`config.mk`:
```
export PLATFORM = sky130hd
export DESIGN_NAME = ordered_list_engine_unit
export DESIGN_NICKNAME = d
export VERILOG_FILES = /design/src/ole_pkg.sv /design/src/ordered_list_engine_unit.sv
export VERILOG_INCLUDE_DIRS = /design/src /design/src/src
export SDC_FILE = /design/constraint.sdc
export NUM_CORES = 2
export LEC_CHECK = 0
export ABC_AREA = 1
export BUFFER_PORTS_ARGS = -buffer_cell sky130_fd_sc_hd__buf_2
export CELL_PAD_IN_SITES_DETAIL_PLACEMENT = 1
export CELL_PAD_IN_SITES_GLOBAL_PLACEMENT = 1
export CORE_UTILIZATION = 25
export DETAILED_ROUTE_END_ITERATION = 10
export MAX_ROUTING_LAYER = met4
export PLACE_DENSITY_LB_ADDON = 0.1
export SLEW_MARGIN = 5
export SYNTH_ARGS = -nofsm -noshare
export SYNTH_HDL_FRONTEND = slang
export SYNTH_SLANG_ARGS = --single-unit
```
`constraint.sdc`:
```
create_clock -name clk_i -period 4.7 [get_ports clk_i]
set_clock_uncertainty 0.15 [all_clocks]
set_input_delay 0.235 -clock clk_i [delete_from_list [all_inputs] [get_ports clk_i]]
set_output_delay 0.235 -clock clk_i [all_outputs]
set_load 0.01 [all_outputs]
```
`src/assert_macros.svh`:
```
// assertion helpers
`ifndef ASSERT_MACROS_SVH
`define ASSERT_MACROS_SVH

// assertion on an explicit clock and active-low reset
`define ASSERT_CLK(lbl, clk, rst_n, prop) \
  lbl: assert property (@(posedge clk) disable iff (!rst_n) prop) \
    else $error("assertion failed");

// assertion on the block clock and reset
`define ASSERT_DEF(lbl, prop) `ASSERT_CLK(lbl, clk_i, rst_ni, prop)

`endif

```
`src/ole_pkg.sv`:
```
package ole_pkg;

  localparam int unsigned CAPACITY = 64;
  localparam int unsigned IDX_W    = (CAPACITY > 1) ? $clog2(CAPACITY) : 1;
  localparam int unsigned LEN_W    = $clog2(CAPACITY + 1);
  localparam int unsigned DATA_W   = 32;
  localparam int unsigned COUNT_W  = 7;

  typedef enum logic [2:0] {
    MODE_PUSH_FRONT = 3'd0,
    MODE_PUSH_BACK  = 3'd1,
    MODE_REMOVE     = 3'd2,
    MODE_DEDUP      = 3'd3,
    MODE_SEARCH     = 3'd4
  } mode_e;

  typedef enum logic [1:0] {
    STATUS_OK     = 2'd0,
    STATUS_FULL   = 2'd1,
    STATUS_ABSENT = 2'd2
  } status_e;

  typedef struct packed {
    mode_e              mode;
    logic signed [31:0] value;
  } in_item_t;

  typedef struct packed {
    status_e            status;
    logic [COUNT_W-1:0] count;
    logic [COUNT_W-1:0] removed;
  } out_item_t;

endpackage

```
`src/ordered_list_engine_unit.sv`:
```
// channel | direction | handshake                 | payload
// in      | input     | in_valid_i / in_stall_o   | in_data_i  (in_item_t)
// out     | output    | out_valid_o / out_stall_i | out_data_o (out_item_t)
//
// one transaction at a time through a single-port memory and one 32-bit comparator
// push back writes the tail directly; push front, search and remove walk the list entry by entry
// dedup walks the list and compares each entry with the kept ones in an inner compare walk
// in_stall_o is high from acceptance until the result is loaded into the output register
// a stalled result holds in the output register while the next transaction is taken
// reset clears length and the control state; the memory is not cleared
`include "assert_macros.svh"

module ordered_list_engine_unit import ole_pkg::*; (
  input  logic      clk_i,
  input  logic      rst_ni,
  input  logic      in_valid_i,
  output logic      in_stall_o,
  input  in_item_t  in_data_i,
  output logic      out_valid_o,
  input  logic      out_stall_i,
  output out_item_t out_data_o
);

  localparam logic [3:0] S_IDLE    = 4'd0;
  localparam logic [3:0] S_PF_RD   = 4'd1;
  localparam logic [3:0] S_PF_WR   = 4'd2;
  localparam logic [3:0] S_PB      = 4'd3;
  localparam logic [3:0] S_SC_RD   = 4'd4;
  localparam logic [3:0] S_SC_CMP  = 4'd5;
  localparam logic [3:0] S_RM_RD   = 4'd6;
  localparam logic [3:0] S_RM_WR   = 4'd7;
  localparam logic [3:0] S_DD_RD   = 4'd8;
  localparam logic [3:0] S_DD_HOLD = 4'd9;
  localparam logic [3:0] S_DD_KRD  = 4'd10;
  localparam logic [3:0] S_DD_KCMP = 4'd11;
  localparam logic [3:0] S_DONE    = 4'd12;

  logic [3:0]        state_q, state_d;
  mode_e             mode_q, mode_d;
  logic [DATA_W-1:0] val_q, val_d;
  logic [DATA_W-1:0] hold_q, hold_d;
  logic [LEN_W-1:0]  len_q, len_d;
  logic [LEN_W-1:0]  i_q, i_d;
  logic [LEN_W-1:0]  k_q, k_d;
  logic [LEN_W-1:0]  w_q, w_d;
  status_e           status_q, status_d;
  logic [LEN_W-1:0]  removed_q, removed_d;
  logic              out_valid_q, out_valid_d;
  out_item_t         out_q, out_d;

  logic [DATA_W-1:0] mem_q [CAPACITY];
  logic [DATA_W-1:0] rdata_q;
  logic              we;
  logic [IDX_W-1:0]  waddr;
  logic [DATA_W-1:0] wdata;
  logic [IDX_W-1:0]  raddr;

  logic [LEN_W-1:0]  i_m1;
  logic [DATA_W-1:0] cmp_b;
  logic              match;
  logic              accept;
  logic              out_free;

  assign accept   = in_valid_i && (state_q == S_IDLE);
  assign out_free = !out_valid_q || !out_stall_i;
  assign i_m1     = i_q - LEN_W'(1);
  assign cmp_b    = (state_q == S_DD_KCMP) ? hold_q : val_q;
  assign match    = (rdata_q == cmp_b);

  always_comb begin
    state_d     = state_q;
    mode_d      = mode_q;
    val_d       = val_q;
    hold_d      = hold_q;
    len_d       = len_q;
    i_d         = i_q;
    k_d         = k_q;
    w_d         = w_q;
    status_d    = status_q;
    removed_d   = removed_q;
    out_valid_d = out_valid_q && out_stall_i;
    out_d       = out_q;
    we          = 1'b0;
    waddr       = i_q[IDX_W-1:0];
    wdata       = rdata_q;
    raddr       = i_q[IDX_W-1:0];

    unique case (state_q)
      S_IDLE: begin
        if (accept) begin
          mode_d    = in_data_i.mode;
          val_d     = in_data_i.value;
          status_d  = STATUS_OK;
          removed_d = '0;
          i_d       = '0;
          k_d       = '0;
          w_d       = '0;
          unique case (in_data_i.mode)
            MODE_PUSH_FRONT: begin
              if (len_q == LEN_W'(CAPACITY)) begin
                status_d = STATUS_FULL;
                state_d  = S_DONE;
              end else begin
                i_d     = len_q;
                state_d = S_PF_RD;
              end
            end
            MODE_PUSH_BACK: begin
              if (len_q == LEN_W'(CAPACITY)) begin
                status_d = STATUS_FULL;
                state_d  = S_DONE;
              end else begin
                state_d = S_PB;
              end
            end
            MODE_REMOVE, MODE_SEARCH: state_d = S_SC_RD;
            MODE_DEDUP:               state_d = S_DD_RD;
            default:                  state_d = S_DONE;
          endcase
        end
      end
      S_PF_RD: begin
        if (i_q == '0) begin
          we      = 1'b1;
          waddr   = '0;
          wdata   = val_q;
          len_d   = len_q + LEN_W'(1);
          state_d = S_DONE;
        end else begin
          raddr   = i_m1[IDX_W-1:0];
          state_d = S_PF_WR;
        end
      end
      S_PF_WR: begin
        we      = 1'b1;
        waddr   = i_q[IDX_W-1:0];
        i_d     = i_m1;
        state_d = S_PF_RD;
      end
      S_PB: begin
        we      = 1'b1;
        waddr   = len_q[IDX_W-1:0];
        wdata   = val_q;
        len_d   = len_q + LEN_W'(1);
        state_d = S_DONE;
      end
      S_SC_RD: begin
        if (i_q == len_q) begin
          status_d = STATUS_ABSENT;
          state_d  = S_DONE;
        end else begin
          state_d = S_SC_CMP;
        end
      end
      S_SC_CMP: begin
        i_d = i_q + LEN_W'(1);
        if (match) begin
          state_d = (mode_q == MODE_SEARCH) ? S_DONE : S_RM_RD;
        end else begin
          state_d = S_SC_RD;
        end
      end
      S_RM_RD: begin
        if (i_q == len_q) begin
          len_d     = len_q - LEN_W'(1);
          removed_d = LEN_W'(1);
          state_d   = S_DONE;
        end else begin
          state_d = S_RM_WR;
        end
      end
      S_RM_WR: begin
        we      = 1'b1;
        waddr   = i_m1[IDX_W-1:0];
        i_d     = i_q + LEN_W'(1);
        state_d = S_RM_RD;
      end
      S_DD_RD: begin
        if (i_q == len_q) begin
          removed_d = len_q - w_q;
          len_d     = w_q;
          state_d   = S_DONE;
        end else begin
          state_d = S_DD_HOLD;
        end
      end
      S_DD_HOLD: begin
        hold_d  = rdata_q;
        k_d     = '0;
        state_d = S_DD_KRD;
      end
      S_DD_KRD: begin
        if (k_q == w_q) begin
          we      = 1'b1;
          waddr   = w_q[IDX_W-1:0];
          wdata   = hold_q;
          w_d     = w_q + LEN_W'(1);
          i_d     = i_q + LEN_W'(1);
          state_d = S_DD_RD;
        end else begin
          raddr   = k_q[IDX_W-1:0];
          state_d = S_DD_KCMP;
        end
      end
      S_DD_KCMP: begin
        if (match) begin
          i_d     = i_q + LEN_W'(1);
          state_d = S_DD_RD;
        end else begin
          k_d     = k_q + LEN_W'(1);
          state_d = S_DD_KRD;
        end
      end
      S_DONE: begin
        if (out_free) begin
          out_valid_d   = 1'b1;
          out_d.status  = status_q;
          out_d.count   = COUNT_W'(len_q);
          out_d.removed = COUNT_W'(removed_q);
          state_d       = S_IDLE;
        end
      end
      default: state_d = S_IDLE;
    endcase
  end

  always_ff @(posedge clk_i or negedge rst_ni) begin
    if (!rst_ni) begin
      state_q     <= S_IDLE;
      len_q       <= '0;
      out_valid_q <= 1'b0;
      i_q         <= '0;
      k_q         <= '0;
      w_q         <= '0;
    end else begin
      state_q     <= state_d;
      len_q       <= len_d;
      out_valid_q <= out_valid_d;
      i_q         <= i_d;
      k_q         <= k_d;
      w_q         <= w_d;
    end
  end

  always_ff @(posedge clk_i) begin
    mode_q    <= mode_d;
    val_q     <= val_d;
    hold_q    <= hold_d;
    status_q  <= status_d;
    removed_q <= removed_d;
    out_q     <= out_d;
  end

  always_ff @(posedge clk_i) begin
    if (we) begin
      mem_q[waddr] <= wdata;
    end
    rdata_q <= mem_q[raddr];
  end

  assign in_stall_o  = (state_q != S_IDLE);
  assign out_valid_o = out_valid_q;
  assign out_data_o  = out_q;

  `ASSERT_DEF(a_len_bound, len_q <= LEN_W'(CAPACITY))
  `ASSERT_DEF(a_accept_busy, (in_valid_i && !in_stall_o) |=> (state_q != S_IDLE))
  `ASSERT_DEF(a_dedup_ptrs,
    (state_q == S_DD_RD || state_q == S_DD_HOLD || state_q == S_DD_KRD ||
     state_q == S_DD_KCMP) |-> (w_q <= i_q && k_q <= w_q))

endmodule

```
### Word-level counts from Yosys, hierarchy flattened

Memory sizes are Yosys's and may differ from the RTL's. A register that Yosys moved wholly into a read port is not among the register bits.
Index checks and enable logic that the tools add are counted.

| word-level totals | value |
|---|---|
| memories | 1 |
| RAM bits | 2048 |
| bits in registers | 125 |
| word-level logic and storage cells | 134 |

| operators by class | value |
|---|---|
| $add $sub $neg | 7 |
| equal/unequal tests | 30 |
| reductions and logical operators | 28 |
| mux-type cells | 54 |

Memories:

| memory | depth | width | read ports | clocked after Yosys merged registers in | wr ports | RTL line | source |
|---|---|---|---|---|---|---|---|
| mem_q | 64 | 32 | 1 | 1 | 1 | ordered_list_engine_unit.sv:51 | `logic [DATA_W-1:0] mem_q [CAPACITY];` |

Operator list:

| kind | number |
|---|---|
| 32-bit two-way mux | 3 |
| 32-bit case mux with 3 select lines | 1 |
| 7-bit two-way mux | 13 |
| 4-bit case mux with 13 select lines | 1 |
| 7-bit case mux with 3 select lines | 2 |
| 4-bit two-way mux | 9 |
| 7-bit case mux with 5 select lines | 1 |
| 32-bit == test | 1 |
| 7-bit by 1-bit adder with 7-bit output (second input constant) | 4 |
| 7-bit case mux with 4 select lines | 1 |
| 6-bit two-way mux | 4 |
| 6-bit case mux with 4 select lines | 1 |
| 4-bit == test (second input constant) | 5 |
| 2-bit inequality test (second input constant) | 9 |
| 4-bit by 3-bit == test with 1-bit output (second input constant) | 4 |
| 4-bit case mux with 4 select lines | 1 |
| 7-bit == test | 2 |
| 7-bit case mux with 2 select lines | 1 |
| 7-bit by 1-bit subtractor with 7-bit output (second input constant) | 2 |
| 6-bit case mux with 2 select lines | 1 |
| 4-bit AND reduction | 3 |
| 3-bit AND reduction | 3 |
| 4-bit by 2-bit == test with 1-bit output (second input constant) | 2 |
| 1-bit two-way mux | 8 |
| 23 further kinds | 37 |

### Logic depth before layout (Yosys ltp)

| depth | value |
|---|---|
| depth after elaboration | 5 |
| mapped depth | 22 |
| depth with buffers taken out | 19 |

### Worst setup path after synthesis

No wires, ideal clock.

| timing | value |
|---|---|
| path type | register to register |
| start | register i_q[0] |
| end | memory mem_q[46][0] (enable) |
| path buffers | 1 |
| cell stages (with the launch flop) | 13 |
| clock period less this slack | 4.898 ns |
| data required time | 4.089 ns |
| slack | -0.198 ns |
| data arrival time | 4.287 ns |
| cells stage by stage | dfrtp_1 > clkbuf_1 > inv_1 > ha_1 > nand3_2 > nor2_2 > nand3_2 > ha_1 > a21oi_1 > o21ai_0 > nor2_1 > inv_2 > nor3_1 |

| between the ends | value |
|---|---|
| word-level cells in the longest chain between the ends | 5 |
| elaborated cells between the ends (all ways) | 9 |

Ends and longest elaborated chain:

| what | RTL line | source |
|---|---|---|
| from (decl) | ordered_list_engine_unit.sv:43 | `logic [LEN_W-1:0] i_q, i_d;` |
| from (signal assigned) | ordered_list_engine_unit.sv:239 | `i_q <= i_d;` |
| parallel branches: the longest is 5 deep, another holds 7-bit by 1-bit subtractor with 7-bit output | n/a |  |
| to (decl) | ordered_list_engine_unit.sv:51 |  |

Parallel ways; which one is timed is not known.

### Final worst setup path

| timing | value |
|---|---|
| start | register i_q[0] |
| end | register rdata_q[26] (read register of mem_q) |

| between the ends | value |
|---|---|
| word-level cells in the longest chain between the ends | 3 |
| elaborated cells between the ends (all ways) | 5 |

Ends and longest elaborated chain:

| what | RTL line | source |
|---|---|---|
| 7-bit by 1-bit subtractor with 7-bit output / 7-bit zero test (equally long branches) | ordered_list_engine_unit.sv:66, ordered_list_engine_unit.sv:123 |  |
| 6-bit two-way mux | ordered_list_engine_unit.sv:123 | `if (i_q == '0) begin` |
| 6-bit case mux with 2 select lines * | ordered_list_engine_unit.sv:88 | `unique case (state_q)` |
| to (decl) | ordered_list_engine_unit.sv:52 | `logic [DATA_W-1:0] rdata_q;` |

Mark *: on every way between the ends. The rest lies on a longest branch, timed or not.
A chain may end at the register's enable or synchronous reset.

==> run_results.csv <==
group,metric,value,unit
status,status,"finished with violations",
status,violations,"design-rule violations",
placed_design,pre_cts_slack,-0.00551,ns
floorplanning,io_pins,57,
placed_design,gp_congestion,0.807,
floorplanning,dieArea,393000,µm²
floorplanning,dieWidth,627,µm
yosys,synth_cells,9067,
power_and_ir_drop,pwr-share-clk,23.8,%
critical_path,setup.worst_path.start_class,"flip-flop",
timing,finalSetupViolCount,0,
power_and_ir_drop,power.share.combinational,44.3,%
timing,period_share,95.0,%
routing,wire_per_inst,26.6,µm
min_path,min_path_cells,4,
yosys,synth_edf_count,2140,
routing,drc,56,
critical_path,path_cells,"inv_1 > ha_1 > nand3_2 > nor2_2 > nand3_2 > ha_1 > nand2_1 > nand2_1 > inv_8 > nand2_8 > buf_12 > buf_12 > buf_12 > nand2_1 > nand3_1 > nand3_1 > nand3_1 > nand3_1 > nand3_1 > buf_4 > nand2_1",
routing,drtPass1Iterations,10,
placed_design,dp_hpwl,228000,µm
timing,rsz0062_at_grt,"false",
yosys,synth.ff_latch_count,2205,
layout,fillCellCount,42800,
critical_path,cpMaxStageDelayCell,"nand3_1",
power_and_ir_drop,powerDensity,726,nW/µm²
routing,drtIter0Drc,5564,
floorplanning,rows,229,
cts,root_buffer,"clkbuf_16",
floorplanning,die_h,627,µm
critical_path,cp-end-kind,"flip-flop",
critical_path,max_stage_delay,0.52,ns
power_and_ir_drop,irDropWorstVdd,0.509,mV
cts,clock_sinks,2205,
cts,cts_tree,"done",
yosys,ys_seq_area_share,67.3,%
global_routing,grt_pass1_wl,554000,µm
global_routing,antenna_found_initial,41,
layout,area_growth_syn_to_layout,20.6,%
timing,hold_viol,0,
cts,clk_pin_slew,0.06,ns
cts,cts_made_buffers,277,
critical_path,critPathKind,"flip-flop to flip-flop",
power_and_ir_drop,seqPwrFrac,32.0,%
yosys,async_flop_share,1.50,%
routing,dr_total_vias,69100,
floorplanning,coreArea,389000,µm²
global_routing,grt_max_degree,104,
power_and_ir_drop,intPower,48200,µW
routing,wl,394000,µm
cts,htreeDepth,5,
timing,fin_crit,4.47,ns
yosys,synth_top_area_cell,"edfxtp_1",
yosys,synth_area_per_cell,10.8,µm²
critical_path,crit_top_cell,"nand3_1",
yosys,ys.flop_type,"edfxtp_1",
critical_path,crit_fanout,28,
cts,insertion_delay,0.91,ns
critical_path,r2r.worst_path.cells,21,
timing,setup_ws,0.233,ns
timing,tightest_slew,1.20,ns
placed_design,io_buffers,56,
yosys,synthTopCellsByCount,"2140 x edfxtp_1, 2137 x nand3_1, 1672 x nand2_1",
global_routing,grt_remaining_overflow,0,
layout,drive_gt1_share,10.8,%
critical_path,worstPathRequired,5.32,ns
yosys,syn-num-nets,9124,
flow_run,cap_violations,0,
yosys,yosysTopAreaCellShare,65.8,%
power_and_ir_drop,netSwitchingFraction,43.6,%
timing,fmax,0.224,GHz
yosys,netlist_area,97600,µm²
global_routing,grt_usage,20.3,%
critical_path,cp.arrival,5.09,ns
cts,cts_buffer_depth,4,
power_and_ir_drop,p_leak,0.0457,µW
timing,relSlewSlack,20.1,%
yosys,synth_cell_types,45,
yosys,yosys_warnings,0,
power_and_ir_drop,p_switching,37300,µW
yosys,synth.area.top_cells,"edfxtp_1 66%, nand3_1 11%, nand2_1 6.4%, inv_1 5.9%, nand3b_1 3.9%",
min_path,hold_path.class,"input pin to flip-flop",
routing,viasPerCell,4.67,
timing,fin_tns_setup,0,ns
layout,num-nets-final,9453,
routing,ant_nets,0,
floorplanning,start_util,25.1,%
global_routing,grt_pass1_vias,70800,
timing,slew_violations,0,
yosys,yosysMostFrequentCell,"edfxtp_1",
final cells by class:
class                           count  area [µm²]  share of cell area, %
Sequential cell                  2205       65700                   55.8
Multi-Input combinational cell   4753       24700                   20.9
Clock buffer                      357        7460                   6.34
Timing Repair Buffer              594        6610                   5.61
Tap cell                         5197        6500                   5.52
Inverter                         1565        5910                   5.01
Clock inverter                    124         868                  0.737
Antenna cell                       11        27.5                 0.0234
state kept, by name, summed over array words and instances (netlist names):
| name | count |
|---|---|
| val_q | 32 |
| w_q | 7 |
| len_q | 7 |
| i_q | 7 |
| removed_q | 7 |
| k_q | 7 |
| state_q | 4 |
| mode_q | 3 |
| hold_q | 32 |
| out_data_o | 16 |
| status_q | 2 |
| rdata_q | 32 |
| mem_q | 2048 |
| out_valid_o | 1 |
per-layer routing:
| metal | vias to the layer above | share of wire [%] | track usage (%) |
|---|---|---|---|
| met4 | 0 | 2.8 | 5.26 |
| li1 | 31300 | - | - |
| met3 | 480 | 4.6 | 2.68 |
| met2 | 1467 | 45 | 31.7 |
| met5 | - | 0 | - |
| met1 | 35900 | 47 | 27.9 |
power groups by stage:
stage / Combinational (µW) / Sequential [µW] / Clock [µW]
finish: 37800 / 27300 / 20300
global route: 40600 / 27400 / 21700
CTS: 38500 / 27300 / 21000
detailed placement: 38400 / 27700 / 0
global placement: 38100 / 27700 / 0
floorplan: 16600 / 28100 / 0
critical path: cells and delay by family (launching register included):
family,cells,cell delay (ns)
adder cells (fa/ha/maj),2,0.52
buffers and inverters,6,1.03
flip-flops,1,0.49
AND/OR/NAND/NOR,13,2.00
path summary, 6_finish.rpt:
check / start / endpoint / slack (ns)
max: i_q[0] / rdata_q[26] / 0.23
min: in_valid_i / state_q[2] / 0.19
max reg2reg: i_q[0] / rdata_q[26] / 0.23
min reg2reg: status_q[0] / out_data_o[14] / 0.27
max in group asynchronous: rst_ni / len_q[6] / 3.93
min in group asynchronous: rst_ni / i_q[6] / 0.26
what timing repair did:
item | 4_1_cts | 5_1_grt
hold endpoints to repair | 140 | 0
resized for setup | 1 | 7
pin swaps | 0 | 0
setup buffers | 0 | 4
hold buffers | 76 | 0
cloned | 0 | 0
setup endpoints to repair | 1 | 7
per-stage QoR:
stage               power, µW  hold WS, ns  instance area, µm²  utilization [%]  std cells
finish                  85500        0.186              118000             30.3      14800
detailed placement      66100        0.260              109000             27.9      14200
global route            89700        0.190              118000             30.3      14800
CTS                     86800        0.120              118000             30.3      14800
floorplan               44700       -0.211               97600                -       9067
global placement        65900        0.267              109000             27.9      14200
cell usage in the layout (no fill, tap or decap), types with 13 or more instances in the layout:
cell type	synthesis	routed
a21oi_1	35	31
dlygate4sd3_1	0	75
o221ai_4	0	32
buf_2	279	56
inv_2	20	17
clkinv_1	1	56
nor2_1	124	65
inv_1	1544	1542
nand2_1	1672	1672
nand3_1	2137	2129
dfxtp_1	32	32
o21ai_0	53	53
o21ai_1	17	17
nor2_4	3	62
xor2_1	53	53
clkbuf_1	184	65
inv_6	0	13
clkbuf_16	0	284
dfrtp_1	33	33
edfxtp_1	2140	2140
ha_1	16	16
buf_4	19	295
clkinv_2	0	35
nand3b_1	513	513
buf_12	0	168
nor3_1	26	20
cell families after synthesis:
group | Yosys count | share of synthesized area [%]
AOI/OAI and AO/OA | 172 | 1.11
xor gates and xnor gates | 59 | 0.529
adders and majority gates | 18 | 0.246
buffers and inverters | 2109 | 8.60
DFF | 2205 | 67.3
and+or+nand+nor | 4504 | 22.2
(Power assumes the default switching activity.)
